### config.mk
export PLATFORM = sky130hd
export DESIGN_NAME = positional_array_list_engine
export DESIGN_NICKNAME = d
export VERILOG_FILES = /design/src/rtl/core/pale_pkg.sv /design/src/rtl/core/pale_ram.sv /design/src/rtl/core/positional_array_list_engine.sv
export SDC_FILE = /design/constraint.sdc
export NUM_CORES = 1
export LEC_CHECK = 0
export BUFFER_PORTS_ARGS = -buffer_cell sky130_fd_sc_hd__buf_2
export CAP_MARGIN = 30
export CORE_MARGIN = 5
export CORE_UTILIZATION = 60
export CTS_BUF_LIST = sky130_fd_sc_hd__clkbuf_8
export CTS_CLUSTER_SIZE = 8
export DETAILED_ROUTE_END_ITERATION = 8
export GPL_TIMING_DRIVEN = 0
export HOLD_SLACK_MARGIN = 0.08
export PLACE_DENSITY = 0.75
export SLEW_MARGIN = 25
export SYNTH_ARGS = -nofsm -noshare
export SYNTH_HDL_FRONTEND = slang
export SYNTH_SLANG_ARGS = --single-unit
### constraint.sdc
create_clock -name clock -period 15.45 [get_ports clock]
set_input_delay 2.3175 -clock clock [delete_from_list [all_inputs] [get_ports clock]]
set_output_delay 2.3175 -clock clock [all_outputs]
set_load 0.02 [all_outputs]
### src/rtl/core/pale_pkg.sv
// ----------------------------------------------------------------------------
// pale_pkg
// shared types and constants of the positional array list engine
// ----------------------------------------------------------------------------
package pale_pkg;

   localparam int CAPACITY_DEF = 16;
   localparam int DATA_W       = 32;
   localparam int POS_W        = 8;
   localparam int FUNC_W       = 4;
   localparam int STATUS_W     = 3;
   localparam int REQ_DATA_W   = 40;
   localparam int RSP_DATA_W   = 48;

   // command codes
   typedef enum logic [FUNC_W-1:0] {
      FN_INS_END   = 4'd0,
      FN_INS_FRONT = 4'd1,
      FN_INS_AT    = 4'd2,
      FN_MOD_END   = 4'd3,
      FN_MOD_FRONT = 4'd4,
      FN_MOD_AT    = 4'd5,
      FN_DEL_END   = 4'd6,
      FN_DEL_FRONT = 4'd7,
      FN_DEL_AT    = 4'd8,
      FN_REVERSE   = 4'd9,
      FN_SUM       = 4'd10,
      FN_SEARCH    = 4'd11,
      FN_READ      = 4'd12
   } pale_func_type;

   // result status codes
   typedef enum logic [STATUS_W-1:0] {
      ST_OK       = 3'd0,
      ST_FULL     = 3'd1,
      ST_BADPOS   = 3'd2,
      ST_EMPTY    = 3'd3,
      ST_NOTFOUND = 3'd4
   } pale_status_type;

   // sequencer states
   typedef enum logic [2:0] {
      SQ_IDLE,
      SQ_WALK,
      SQ_REV_RLO,
      SQ_REV_RHI,
      SQ_REV_WLO,
      SQ_REV_WHI,
      SQ_FINISH
   } pale_state_type;

   // entry memory port strobes
   typedef struct packed {
      logic wr_en;
      logic rd_en;
   } pale_mem_ctl_type;

endpackage

### src/rtl/core/pale_ram.sv
// ----------------------------------------------------------------------------
// pale_ram
// entry store: one write port, one read port with registered read data
// ----------------------------------------------------------------------------
module pale_ram #(
   parameter int DEPTH = pale_pkg::CAPACITY_DEF,
   parameter int AW    = $clog2(DEPTH)
) (
   input  logic                             clock,
   input  pale_pkg::pale_mem_ctl_type       ctl,
   input  logic [AW-1:0]                    wr_addr,
   input  logic signed [pale_pkg::DATA_W-1:0] wr_data,
   input  logic [AW-1:0]                    rd_addr,
   output logic signed [pale_pkg::DATA_W-1:0] rd_data
);
   import pale_pkg::*;

   logic signed [DATA_W-1:0] mem_ff [DEPTH];
   logic signed [DATA_W-1:0] rd_data_ff;

   always_ff @(posedge clock) begin
      if (ctl.wr_en) begin
         mem_ff[wr_addr] <= wr_data;
      end
      if (ctl.rd_en) begin
         rd_data_ff <= mem_ff[rd_addr];
      end
   end

   assign rd_data = rd_data_ff;

endmodule

### src/rtl/core/positional_array_list_engine.sv
// ----------------------------------------------------------------------------
// positional_array_list_engine
// packed list of signed 32-bit entries with insert, modify, delete, reverse,
// sum, search and read commands
// ----------------------------------------------------------------------------
// Each command item yields exactly one result item. The entries live in a
// single-port-read, single-port-write memory, and a small sequencer walks it
// one entry per cycle: shifts for inserts and deletes, the running sum, the
// search compare and a single read all stream through that one read port.
// Reverse swaps one pair at a time: read low, read high, write low, write high.
// Modify, delete at the end, errors and unused codes need no walk. The
// block accepts one item at a time; a finished result sits in an output
// register so the next item is taken while it waits. No clearing pass is
// needed after reset: only entries below the fill count are ever read.
// ----------------------------------------------------------------------------
module positional_array_list_engine #(
   parameter int CAPACITY = pale_pkg::CAPACITY_DEF
) (
   input  logic                               clock,
   input  logic                               reset,
   // command items
   input  logic                               req_tvalid,
   output logic                               req_tready,
   input  logic [pale_pkg::REQ_DATA_W-1:0]    req_tdata,  // value[31:0], position[39:32]
   input  logic [pale_pkg::FUNC_W-1:0]        req_tuser,  // func[3:0]
   // result items
   output logic                               rsp_tvalid,
   input  logic                               rsp_tready,
   output logic [pale_pkg::RSP_DATA_W-1:0]    rsp_tdata,  // data[31:0], found_index[39:32],
                                                          // fill_count[47:40]
   output logic [pale_pkg::STATUS_W-1:0]      rsp_tuser   // status[2:0]
);
   import pale_pkg::*;

   localparam int IW = $clog2(CAPACITY);      // entry index width
   localparam int CW = $clog2(CAPACITY + 1);  // fill count width

   // sequencer and walk control
   pale_state_type            state_ff, state_in;
   pale_func_type             func_ff, func_in;
   logic signed [DATA_W-1:0]  value_ff, value_in;
   logic [IW-1:0]             ptr_ff, ptr_in;     // next read address / low swap index
   logic [IW-1:0]             end_ff, end_in;     // last read address / high swap index
   logic                      up_ff, up_in;       // walk direction
   logic                      more_ff, more_in;   // reads still to issue
   logic                      rd_vld_ff, rd_vld_in;
   logic [IW-1:0]             addr_q_ff, addr_q_in;
   logic signed [DATA_W-1:0]  tmp_ff, tmp_in;     // low entry held during a swap
   logic signed [DATA_W-1:0]  acc_ff, acc_in;     // sum or read data
   logic [CW-1:0]             count_ff, count_in;

   // result waiting for the output register
   pale_status_type           res_status_ff, res_status_in;
   logic [IW-1:0]             res_found_ff, res_found_in;

   // output register
   logic                      rsp_tvalid_ff, rsp_tvalid_in;
   logic [STATUS_W-1:0]       rsp_status_ff, rsp_status_in;
   logic signed [DATA_W-1:0]  rsp_data_ff, rsp_data_in;
   logic [POS_W-1:0]          rsp_found_ff, rsp_found_in;
   logic [POS_W-1:0]          rsp_fill_ff, rsp_fill_in;

   // memory port
   pale_mem_ctl_type          mem_ctl;
   logic [IW-1:0]             wr_addr;
   logic signed [DATA_W-1:0]  wr_data;
   logic [IW-1:0]             rd_addr;
   logic signed [DATA_W-1:0]  rd_data;

   // request fields
   logic signed [DATA_W-1:0]  req_value;
   logic [POS_W-1:0]          req_pos;
   logic [POS_W:0]            pos_x;
   logic [POS_W:0]            cnt_x;
   logic [IW-1:0]             cnt_idx;
   logic [IW-1:0]             last_idx;
   logic [IW-1:0]             tgt_idx;
   logic                      list_empty;
   logic                      list_full;
   logic                      accept;
   logic                      out_free;

   assign req_value  = req_tdata[DATA_W-1:0];
   assign req_pos    = req_tdata[DATA_W+POS_W-1:DATA_W];
   assign pos_x      = {1'b0, req_pos};
   assign cnt_x      = (POS_W+1)'(count_ff);
   assign cnt_idx    = IW'(count_ff);
   assign last_idx   = IW'(count_ff - CW'(1));
   assign list_empty = (count_ff == '0);
   assign list_full  = (count_ff == CW'(CAPACITY));
   assign accept     = req_tvalid && req_tready;
   assign out_free   = !rsp_tvalid_ff || rsp_tready;

   assign req_tready = (state_ff == SQ_IDLE);

   pale_ram #(
      .DEPTH (CAPACITY),
      .AW    (IW)
   ) u_pale_ram (
      .clock   (clock),
      .ctl     (mem_ctl),
      .wr_addr (wr_addr),
      .wr_data (wr_data),
      .rd_addr (rd_addr),
      .rd_data (rd_data)
   );

   // sequencer: decode on accept, walk the memory, then hand off the result
   always_comb begin
      state_in      = state_ff;
      func_in       = func_ff;
      value_in      = value_ff;
      ptr_in        = ptr_ff;
      end_in        = end_ff;
      up_in         = up_ff;
      more_in       = more_ff;
      rd_vld_in     = (state_ff == SQ_WALK) && more_ff;
      addr_q_in     = ptr_ff;
      tmp_in        = tmp_ff;
      acc_in        = acc_ff;
      count_in      = count_ff;
      res_status_in = res_status_ff;
      res_found_in  = res_found_ff;
      rsp_tvalid_in = rsp_tvalid_ff && !rsp_tready;
      rsp_status_in = rsp_status_ff;
      rsp_data_in   = rsp_data_ff;
      rsp_found_in  = rsp_found_ff;
      rsp_fill_in   = rsp_fill_ff;
      mem_ctl       = '0;
      wr_addr       = '0;
      wr_data       = value_ff;
      rd_addr       = ptr_ff;
      tgt_idx       = '0;

      unique case (state_ff)
         SQ_IDLE: begin
            if (accept) begin
               func_in       = pale_func_type'(req_tuser);
               value_in      = req_value;
               acc_in        = '0;
               res_status_in = ST_OK;
               res_found_in  = '0;
               more_in       = 1'b0;
               state_in      = SQ_FINISH;
               unique case (pale_func_type'(req_tuser)) inside
                  FN_INS_END, FN_INS_FRONT, FN_INS_AT: begin
                     if (list_full) begin
                        res_status_in = ST_FULL;
                     end else if (req_tuser == FN_INS_AT && pos_x > cnt_x) begin
                        res_status_in = ST_BADPOS;
                     end else begin
                        // shift entries from the top down to the slot
                        if (req_tuser == FN_INS_END) begin
                           tgt_idx = cnt_idx;
                        end else if (req_tuser == FN_INS_FRONT) begin
                           tgt_idx = '0;
                        end else begin
                           tgt_idx = IW'(req_pos);
                        end
                        ptr_in   = last_idx;
                        end_in   = tgt_idx;
                        up_in    = 1'b0;
                        more_in  = (tgt_idx != cnt_idx);
                        state_in = SQ_WALK;
                     end
                  end
                  FN_MOD_END: begin
                     if (list_empty) begin
                        res_status_in = ST_EMPTY;
                     end else begin
                        mem_ctl.wr_en = 1'b1;
                        wr_addr       = last_idx;
                        wr_data       = req_value;
                     end
                  end
                  FN_MOD_FRONT: begin
                     if (list_empty) begin
                        res_status_in = ST_EMPTY;
                     end else begin
                        mem_ctl.wr_en = 1'b1;
                        wr_addr       = '0;
                        wr_data       = req_value;
                     end
                  end
                  FN_MOD_AT: begin
                     if (pos_x >= cnt_x) begin
                        res_status_in = ST_BADPOS;
                     end else begin
                        mem_ctl.wr_en = 1'b1;
                        wr_addr       = IW'(req_pos);
                        wr_data       = req_value;
                     end
                  end
                  FN_DEL_END: begin
                     if (list_empty) begin
                        res_status_in = ST_EMPTY;
                     end else begin
                        count_in = count_ff - CW'(1);
                     end
                  end
                  FN_DEL_FRONT, FN_DEL_AT: begin
                     if (list_empty) begin
                        res_status_in = ST_EMPTY;
                     end else if (req_tuser == FN_DEL_AT && pos_x >= cnt_x) begin
                        res_status_in = ST_BADPOS;
                     end else begin
                        // pull later entries down over the removed slot
                        tgt_idx  = (req_tuser == FN_DEL_FRONT) ? '0 : IW'(req_pos);
                        ptr_in   = tgt_idx + IW'(1);
                        end_in   = last_idx;
                        up_in    = 1'b1;
                        more_in  = (tgt_idx != last_idx);
                        state_in = SQ_WALK;
                     end
                  end
                  FN_REVERSE: begin
                     ptr_in = '0;
                     end_in = last_idx;
                     if (count_ff >= CW'(2)) begin
                        state_in = SQ_REV_RLO;
                     end
                  end
                  FN_SUM, FN_SEARCH: begin
                     ptr_in   = '0;
                     end_in   = last_idx;
                     up_in    = 1'b1;
                     more_in  = !list_empty;
                     state_in = SQ_WALK;
                  end
                  FN_READ: begin
                     if (pos_x >= cnt_x) begin
                        res_status_in = ST_BADPOS;
                     end else begin
                        ptr_in   = IW'(req_pos);
                        end_in   = IW'(req_pos);
                        up_in    = 1'b1;
                        more_in  = 1'b1;
                        state_in = SQ_WALK;
                     end
                  end
                  default: begin
                     // unused codes leave the list alone
                  end
               endcase
            end
         end

         SQ_WALK: begin
            // issue one read per cycle until the end address
            if (more_ff) begin
               mem_ctl.rd_en = 1'b1;
               ptr_in        = up_ff ? ptr_ff + IW'(1) : ptr_ff - IW'(1);
               if (ptr_ff == end_ff) begin
                  more_in = 1'b0;
               end
            end
            // consume the entry read last cycle
            if (rd_vld_ff) begin
               unique case (func_ff) inside
                  FN_INS_END, FN_INS_FRONT, FN_INS_AT: begin
                     mem_ctl.wr_en = 1'b1;
                     wr_addr       = addr_q_ff + IW'(1);
                     wr_data       = rd_data;
                  end
                  FN_DEL_FRONT, FN_DEL_AT: begin
                     mem_ctl.wr_en = 1'b1;
                     wr_addr       = addr_q_ff - IW'(1);
                     wr_data       = rd_data;
                  end
                  FN_SUM: begin
                     acc_in = acc_ff + rd_data;
                  end
                  FN_SEARCH: begin
                     if (rd_data == value_ff) begin
                        res_found_in = addr_q_ff;
                        state_in     = SQ_FINISH;
                     end
                  end
                  FN_READ: begin
                     acc_in = rd_data;
                  end
                  default: begin
                  end
               endcase
            end
            // walk drained: finish the command
            if (!more_ff && !rd_vld_ff) begin
               state_in = SQ_FINISH;
               unique case (func_ff) inside
                  FN_INS_END, FN_INS_FRONT, FN_INS_AT: begin
                     mem_ctl.wr_en = 1'b1;
                     wr_addr       = end_ff;
                     wr_data       = value_ff;
                     count_in      = count_ff + CW'(1);
                  end
                  FN_DEL_FRONT, FN_DEL_AT: begin
                     count_in = count_ff - CW'(1);
                  end
                  FN_SEARCH: begin
                     res_status_in = ST_NOTFOUND;
                  end
                  default: begin
                  end
               endcase
            end
         end

         // reverse: read low, read high, write low, write high
         SQ_REV_RLO: begin
            mem_ctl.rd_en = 1'b1;
            rd_addr       = ptr_ff;
            state_in      = SQ_REV_RHI;
         end
         SQ_REV_RHI: begin
            mem_ctl.rd_en = 1'b1;
            rd_addr       = end_ff;
            tmp_in        = rd_data;
            state_in      = SQ_REV_WLO;
         end
         SQ_REV_WLO: begin
            mem_ctl.wr_en = 1'b1;
            wr_addr       = ptr_ff;
            wr_data       = rd_data;
            state_in      = SQ_REV_WHI;
         end
         SQ_REV_WHI: begin
            mem_ctl.wr_en = 1'b1;
            wr_addr       = end_ff;
            wr_data       = tmp_ff;
            ptr_in        = ptr_ff + IW'(1);
            end_in        = end_ff - IW'(1);
            if (({1'b0, ptr_ff} + (IW+1)'(2)) < {1'b0, end_ff}) begin
               state_in = SQ_REV_RLO;
            end else begin
               state_in = SQ_FINISH;
            end
         end

         SQ_FINISH: begin
            if (out_free) begin
               rsp_tvalid_in = 1'b1;
               rsp_status_in = res_status_ff;
               rsp_data_in   = acc_ff;
               rsp_found_in  = POS_W'(res_found_ff);
               rsp_fill_in   = POS_W'(count_ff);
               state_in      = SQ_IDLE;
            end
         end

         default: begin
            state_in = SQ_IDLE;
         end
      endcase
   end

   // control state
   always_ff @(posedge clock) begin
      if (reset) begin
         state_ff      <= SQ_IDLE;
         count_ff      <= '0;
         more_ff       <= 1'b0;
         rd_vld_ff     <= 1'b0;
         rsp_tvalid_ff <= 1'b0;
      end else begin
         state_ff      <= state_in;
         count_ff      <= count_in;
         more_ff       <= more_in;
         rd_vld_ff     <= rd_vld_in;
         rsp_tvalid_ff <= rsp_tvalid_in;
      end
   end

   // payload
   always_ff @(posedge clock) begin
      func_ff       <= func_in;
      value_ff      <= value_in;
      ptr_ff        <= ptr_in;
      end_ff        <= end_in;
      up_ff         <= up_in;
      addr_q_ff     <= addr_q_in;
      tmp_ff        <= tmp_in;
      acc_ff        <= acc_in;
      res_status_ff <= res_status_in;
      res_found_ff  <= res_found_in;
      rsp_status_ff <= rsp_status_in;
      rsp_data_ff   <= rsp_data_in;
      rsp_found_ff  <= rsp_found_in;
      rsp_fill_ff   <= rsp_fill_in;
   end

   assign rsp_tvalid = rsp_tvalid_ff;
   assign rsp_tdata  = {rsp_fill_ff, rsp_found_ff, rsp_data_ff};
   assign rsp_tuser  = rsp_status_ff;

endmodule

==> metrics <==
number of buffers added by the clock tree synthesis step 112; Sw Share 37.26%; final setup TNS 0 ns; Max Cap Viol 0; wire per inst 27.27 um; Hold-fix buffers, CTS 0; most area-hungry cell type in the Yosys netlist edfxtp_1; smallest setup slack after layout 9.623 ns; Synth Register Bits 719; maximum vdd drop 0.1121 mV; Switch Pwr 2.663 mW; number of sinks driven by the clock tree 719; number of levels the H-tree was split into 3; overall via count from detail_route 20761; maximum clock frequency 171.6 MHz; global route total overflow 0; initial standard-cell utilization of the core 60.72%; HPWL Detailed 61.67 mm; fill cell count 3624; post-synth top area share 64.57%; Final Net Count 2532; Longest Clk Path Bufs 3; boundary pin count 101; Tightest Pin Transition 1.035 ns; run status finished clean; number of gates given a new drive strength after cts 0; wire length of the first global-routing pass 130.2 mm; worst-case clock skew 0.02878 ns; antenna violations before repair 4; Placer Congestion 0.9479; TritonCTS clock tree yes; count of final max-slew check failures 0; insertion delay to the later sink of the worst-skew pair 0.73 ns; Distinct cells, synth 91; Final min period 5.827 ns; overall power of the completed layout 7.147 mW; Core Rows 85; critical path endpoint category register; setup repair after global routing missed its margin false; highest fanout seen on the critical path 8; leakage component of the power 12.55 nW; per-instance average area after synthesis 14.94 um^2; sequential fraction of design power 42.2%; number of routed nets with antenna violations 0; number of global-route vias before repair 20747; commonest register cell after synthesis edfxtp_1; layout-stage area growth over the synthesis result 12.37%; initial DRC count 2415; count of yosys warnings during synthesis 0; floorplan die area 0.05934 mm^2; Routed Wire Length 87.06 mm; first drt pass iteration count 5; final design utilization 68.23%; class of the worst hold path reg2reg; placement-stage worst setup slack 9.009 ns; die outline height 243.6 um; hold violation total from the final report 0; clock-pin transition on the worst setup and hold timing paths 0.06 ns; relative slew slack 30.51%; remaining routing DRC violations 0; setup bufs post-CTS 0; post-synthesis instance total 2191; async set-reset flop share out of synthesis 0%; leading cell types by total area after synthesis edfxtp_1 (65%), mux4_2 (8.8%), nand2_1 (2.4%); number of synthesized flops with an enable pin 704; sequential fraction of the synthesis area 65.49%; Root Buffer Master clkbuf_8; post-route fraction of the period consumed by the critical path 37.72%; synthesized cell area 0.03274 mm^2; area of the core 0.05392 mm^2; Die X-Extent 243.6 um; Power per Cell Area 194.3 mW/mm^2; routed vias/inst 6.504; Setup-failing EPs final 0; Clock Power Share 20.1%; maximum number of pins on one net before global-route repair 43; # port buffers 92; internal power consumption 4.485 mW; Worst Path Required 15.87 ns; overall fraction of global-route tracks in use 29.02%; combinational cell fraction of total power 37.7%; Crit Path Category in2reg; critical path launch point type input pin; fraction of final layout cells with drive strength greater than 1 21.11%; Arr. time, crit path 6.25 ns
[flip-flops by register name (all words and copies together) (netlist names), 5 cells and up]
register and flops:
u_pale_ram.mem_ff 512, acc_ff 32, rsp_data_ff 32, tmp_ff 32, u_pale_ram.rd_data 32, value_ff 32, count_ff 5, rsp_fill_ff 5
[layout by cell type, fill, tap and decap left out, types with 40 or more instances in the layout]
cell type / n
o21ai_0: 65
inv_1: 64
a31oi_1: 71
clkbuf_8: 114
mux4_2: 128
a21oi_1: 112
buf_2: 125
nor2_1: 104
xnor2_1: 52
and2_1: 40
edfxtp_1: 704
a211oi_1: 48
ha_1: 52
nand2_1: 213
clkbuf_1: 63
[cell families after synthesis]
family | after synthesis | synth area share, %
multiplexers | 198 | 11.07
flip-flops | 719 | 65.49
XOR/XNOR | 67 | 1.792
other | 1 | 0.01145
adder cells (fa/ha/maj) | 55 | 2.140
AND/OR/NAND/NOR | 517 | 7.399
AO/OA/AOI/OAI | 458 | 9.409
buffers and inverters | 176 | 2.687
[final timing paths]
check / startpoint / slack (ns) / cells past startpoint / end
hold / removal: res_status_ff[0]$_SDFFCE_PP0P_ / 0.42 / 0 / rsp_tuser[0]$_DFFE_PP_
hold reg to reg: res_status_ff[0]$_SDFFCE_PP0P_ / 0.42 / 0 / rsp_tuser[0]$_DFFE_PP_
setup / recovery: req_tdata[32] / 9.62 / 13 / u_pale_ram.mem_ff[0][5]$_DFFE_PP_
setup reg to reg: count_ff[0]$_SDFFE_PP0P_ / 10.24 / 13 / u_pale_ram.mem_ff[0][5]$_DFFE_PP_
[area by class of cell]
cell class              instances  area [um^2]  area share [%]
flip-flops and latches        719        21440           58.28
multi-input cells            1302        10600           28.81
clock buffers                 114         1569           4.265
repair buffers                119         1049           2.850
well taps                     696        870.8           2.367
plain buffers                 135        720.7           1.959
clock inverters                62        371.6           1.010
inverters                      41        158.9          0.4319
diodes                          4        10.01         0.02721
[synth_stat cells (4+ instances only)]
cell / n
o32a_1: 32
nand3b_1: 4
ha_1: 52
buf_1: 9
inv_1: 39
nor2_1: 121
mux2_2: 33
o21ai_0: 66
nor4_1: 6
xor2_1: 15
nand2b_1: 14
nand4b_1: 5
buf_4: 14
buf_6: 16
nor3_1: 21
nor3b_1: 4
dfxtp_1: 15
nand3_1: 23
a21o_1: 16
nor2b_1: 11
or3_1: 7
o22ai_1: 13
and2_1: 40
o221ai_1: 5
o21ai_1: 14
nand2_1: 213
a31oi_1: 71
a211oi_1: 48
buf_2: 33
nand4_1: 19
a21oi_1: 114
and3_1: 7
clkbuf_1: 63
a22oi_1: 9
o211ai_1: 6
mux4_2: 128
o21bai_1: 4
xnor2_1: 52
edfxtp_1: 704
a221oi_1: 5
mux2i_1: 37
o21a_1: 11
[per-stage QoR]
step                instance area [um^2]  std cells  hold WS, ns
finish                             36790       3192       0.4187
global route                       36780       3190       0.4248
CTS                                36780       3188       0.4222
detailed placement                 34840       3012       0.4072
global placement                   34090       2985       0.4032
floorplan                          32760       2197       0.3462
[critical path, cell delays in order]
cell and delay, ns:
clkbuf_1 0.36, inv_1 0.31, ha_1 0.35, and4_1 0.22, o31ai_4 0.33, a21oi_1 0.19
o21ai_0 0.36, nand3_1 0.41, nor3_2 0.53, buf_4 0.26, buf_4 0.18, buf_4 0.20
buf_4 0.21
[layer usage]
metal / vias up / GRT usage, % / share of wire (%)
li1: 9103 / - / -
met1: 10335 / 42.01 / 40
met2: 1144 / 45.98 / 47
met3: 177 / 5.623 / 9.6
met4: 2 / 8.281 / 2.9
met5: - / 0 / 0.014
[power groups by stage]
stage	registers (mW)	logic [mW]	clock network, mW
2_1_floorplan	2.98	1.76	0
3_3_place_gp	3.05	2.49	0
3_5_place_dp	3.05	2.65	0
4_1_cts	3.01	2.67	1.46
5_1_grt	3.04	2.91	1.55
6_report	3.02	2.69	1.44
(Power assumes the default switching activity.)
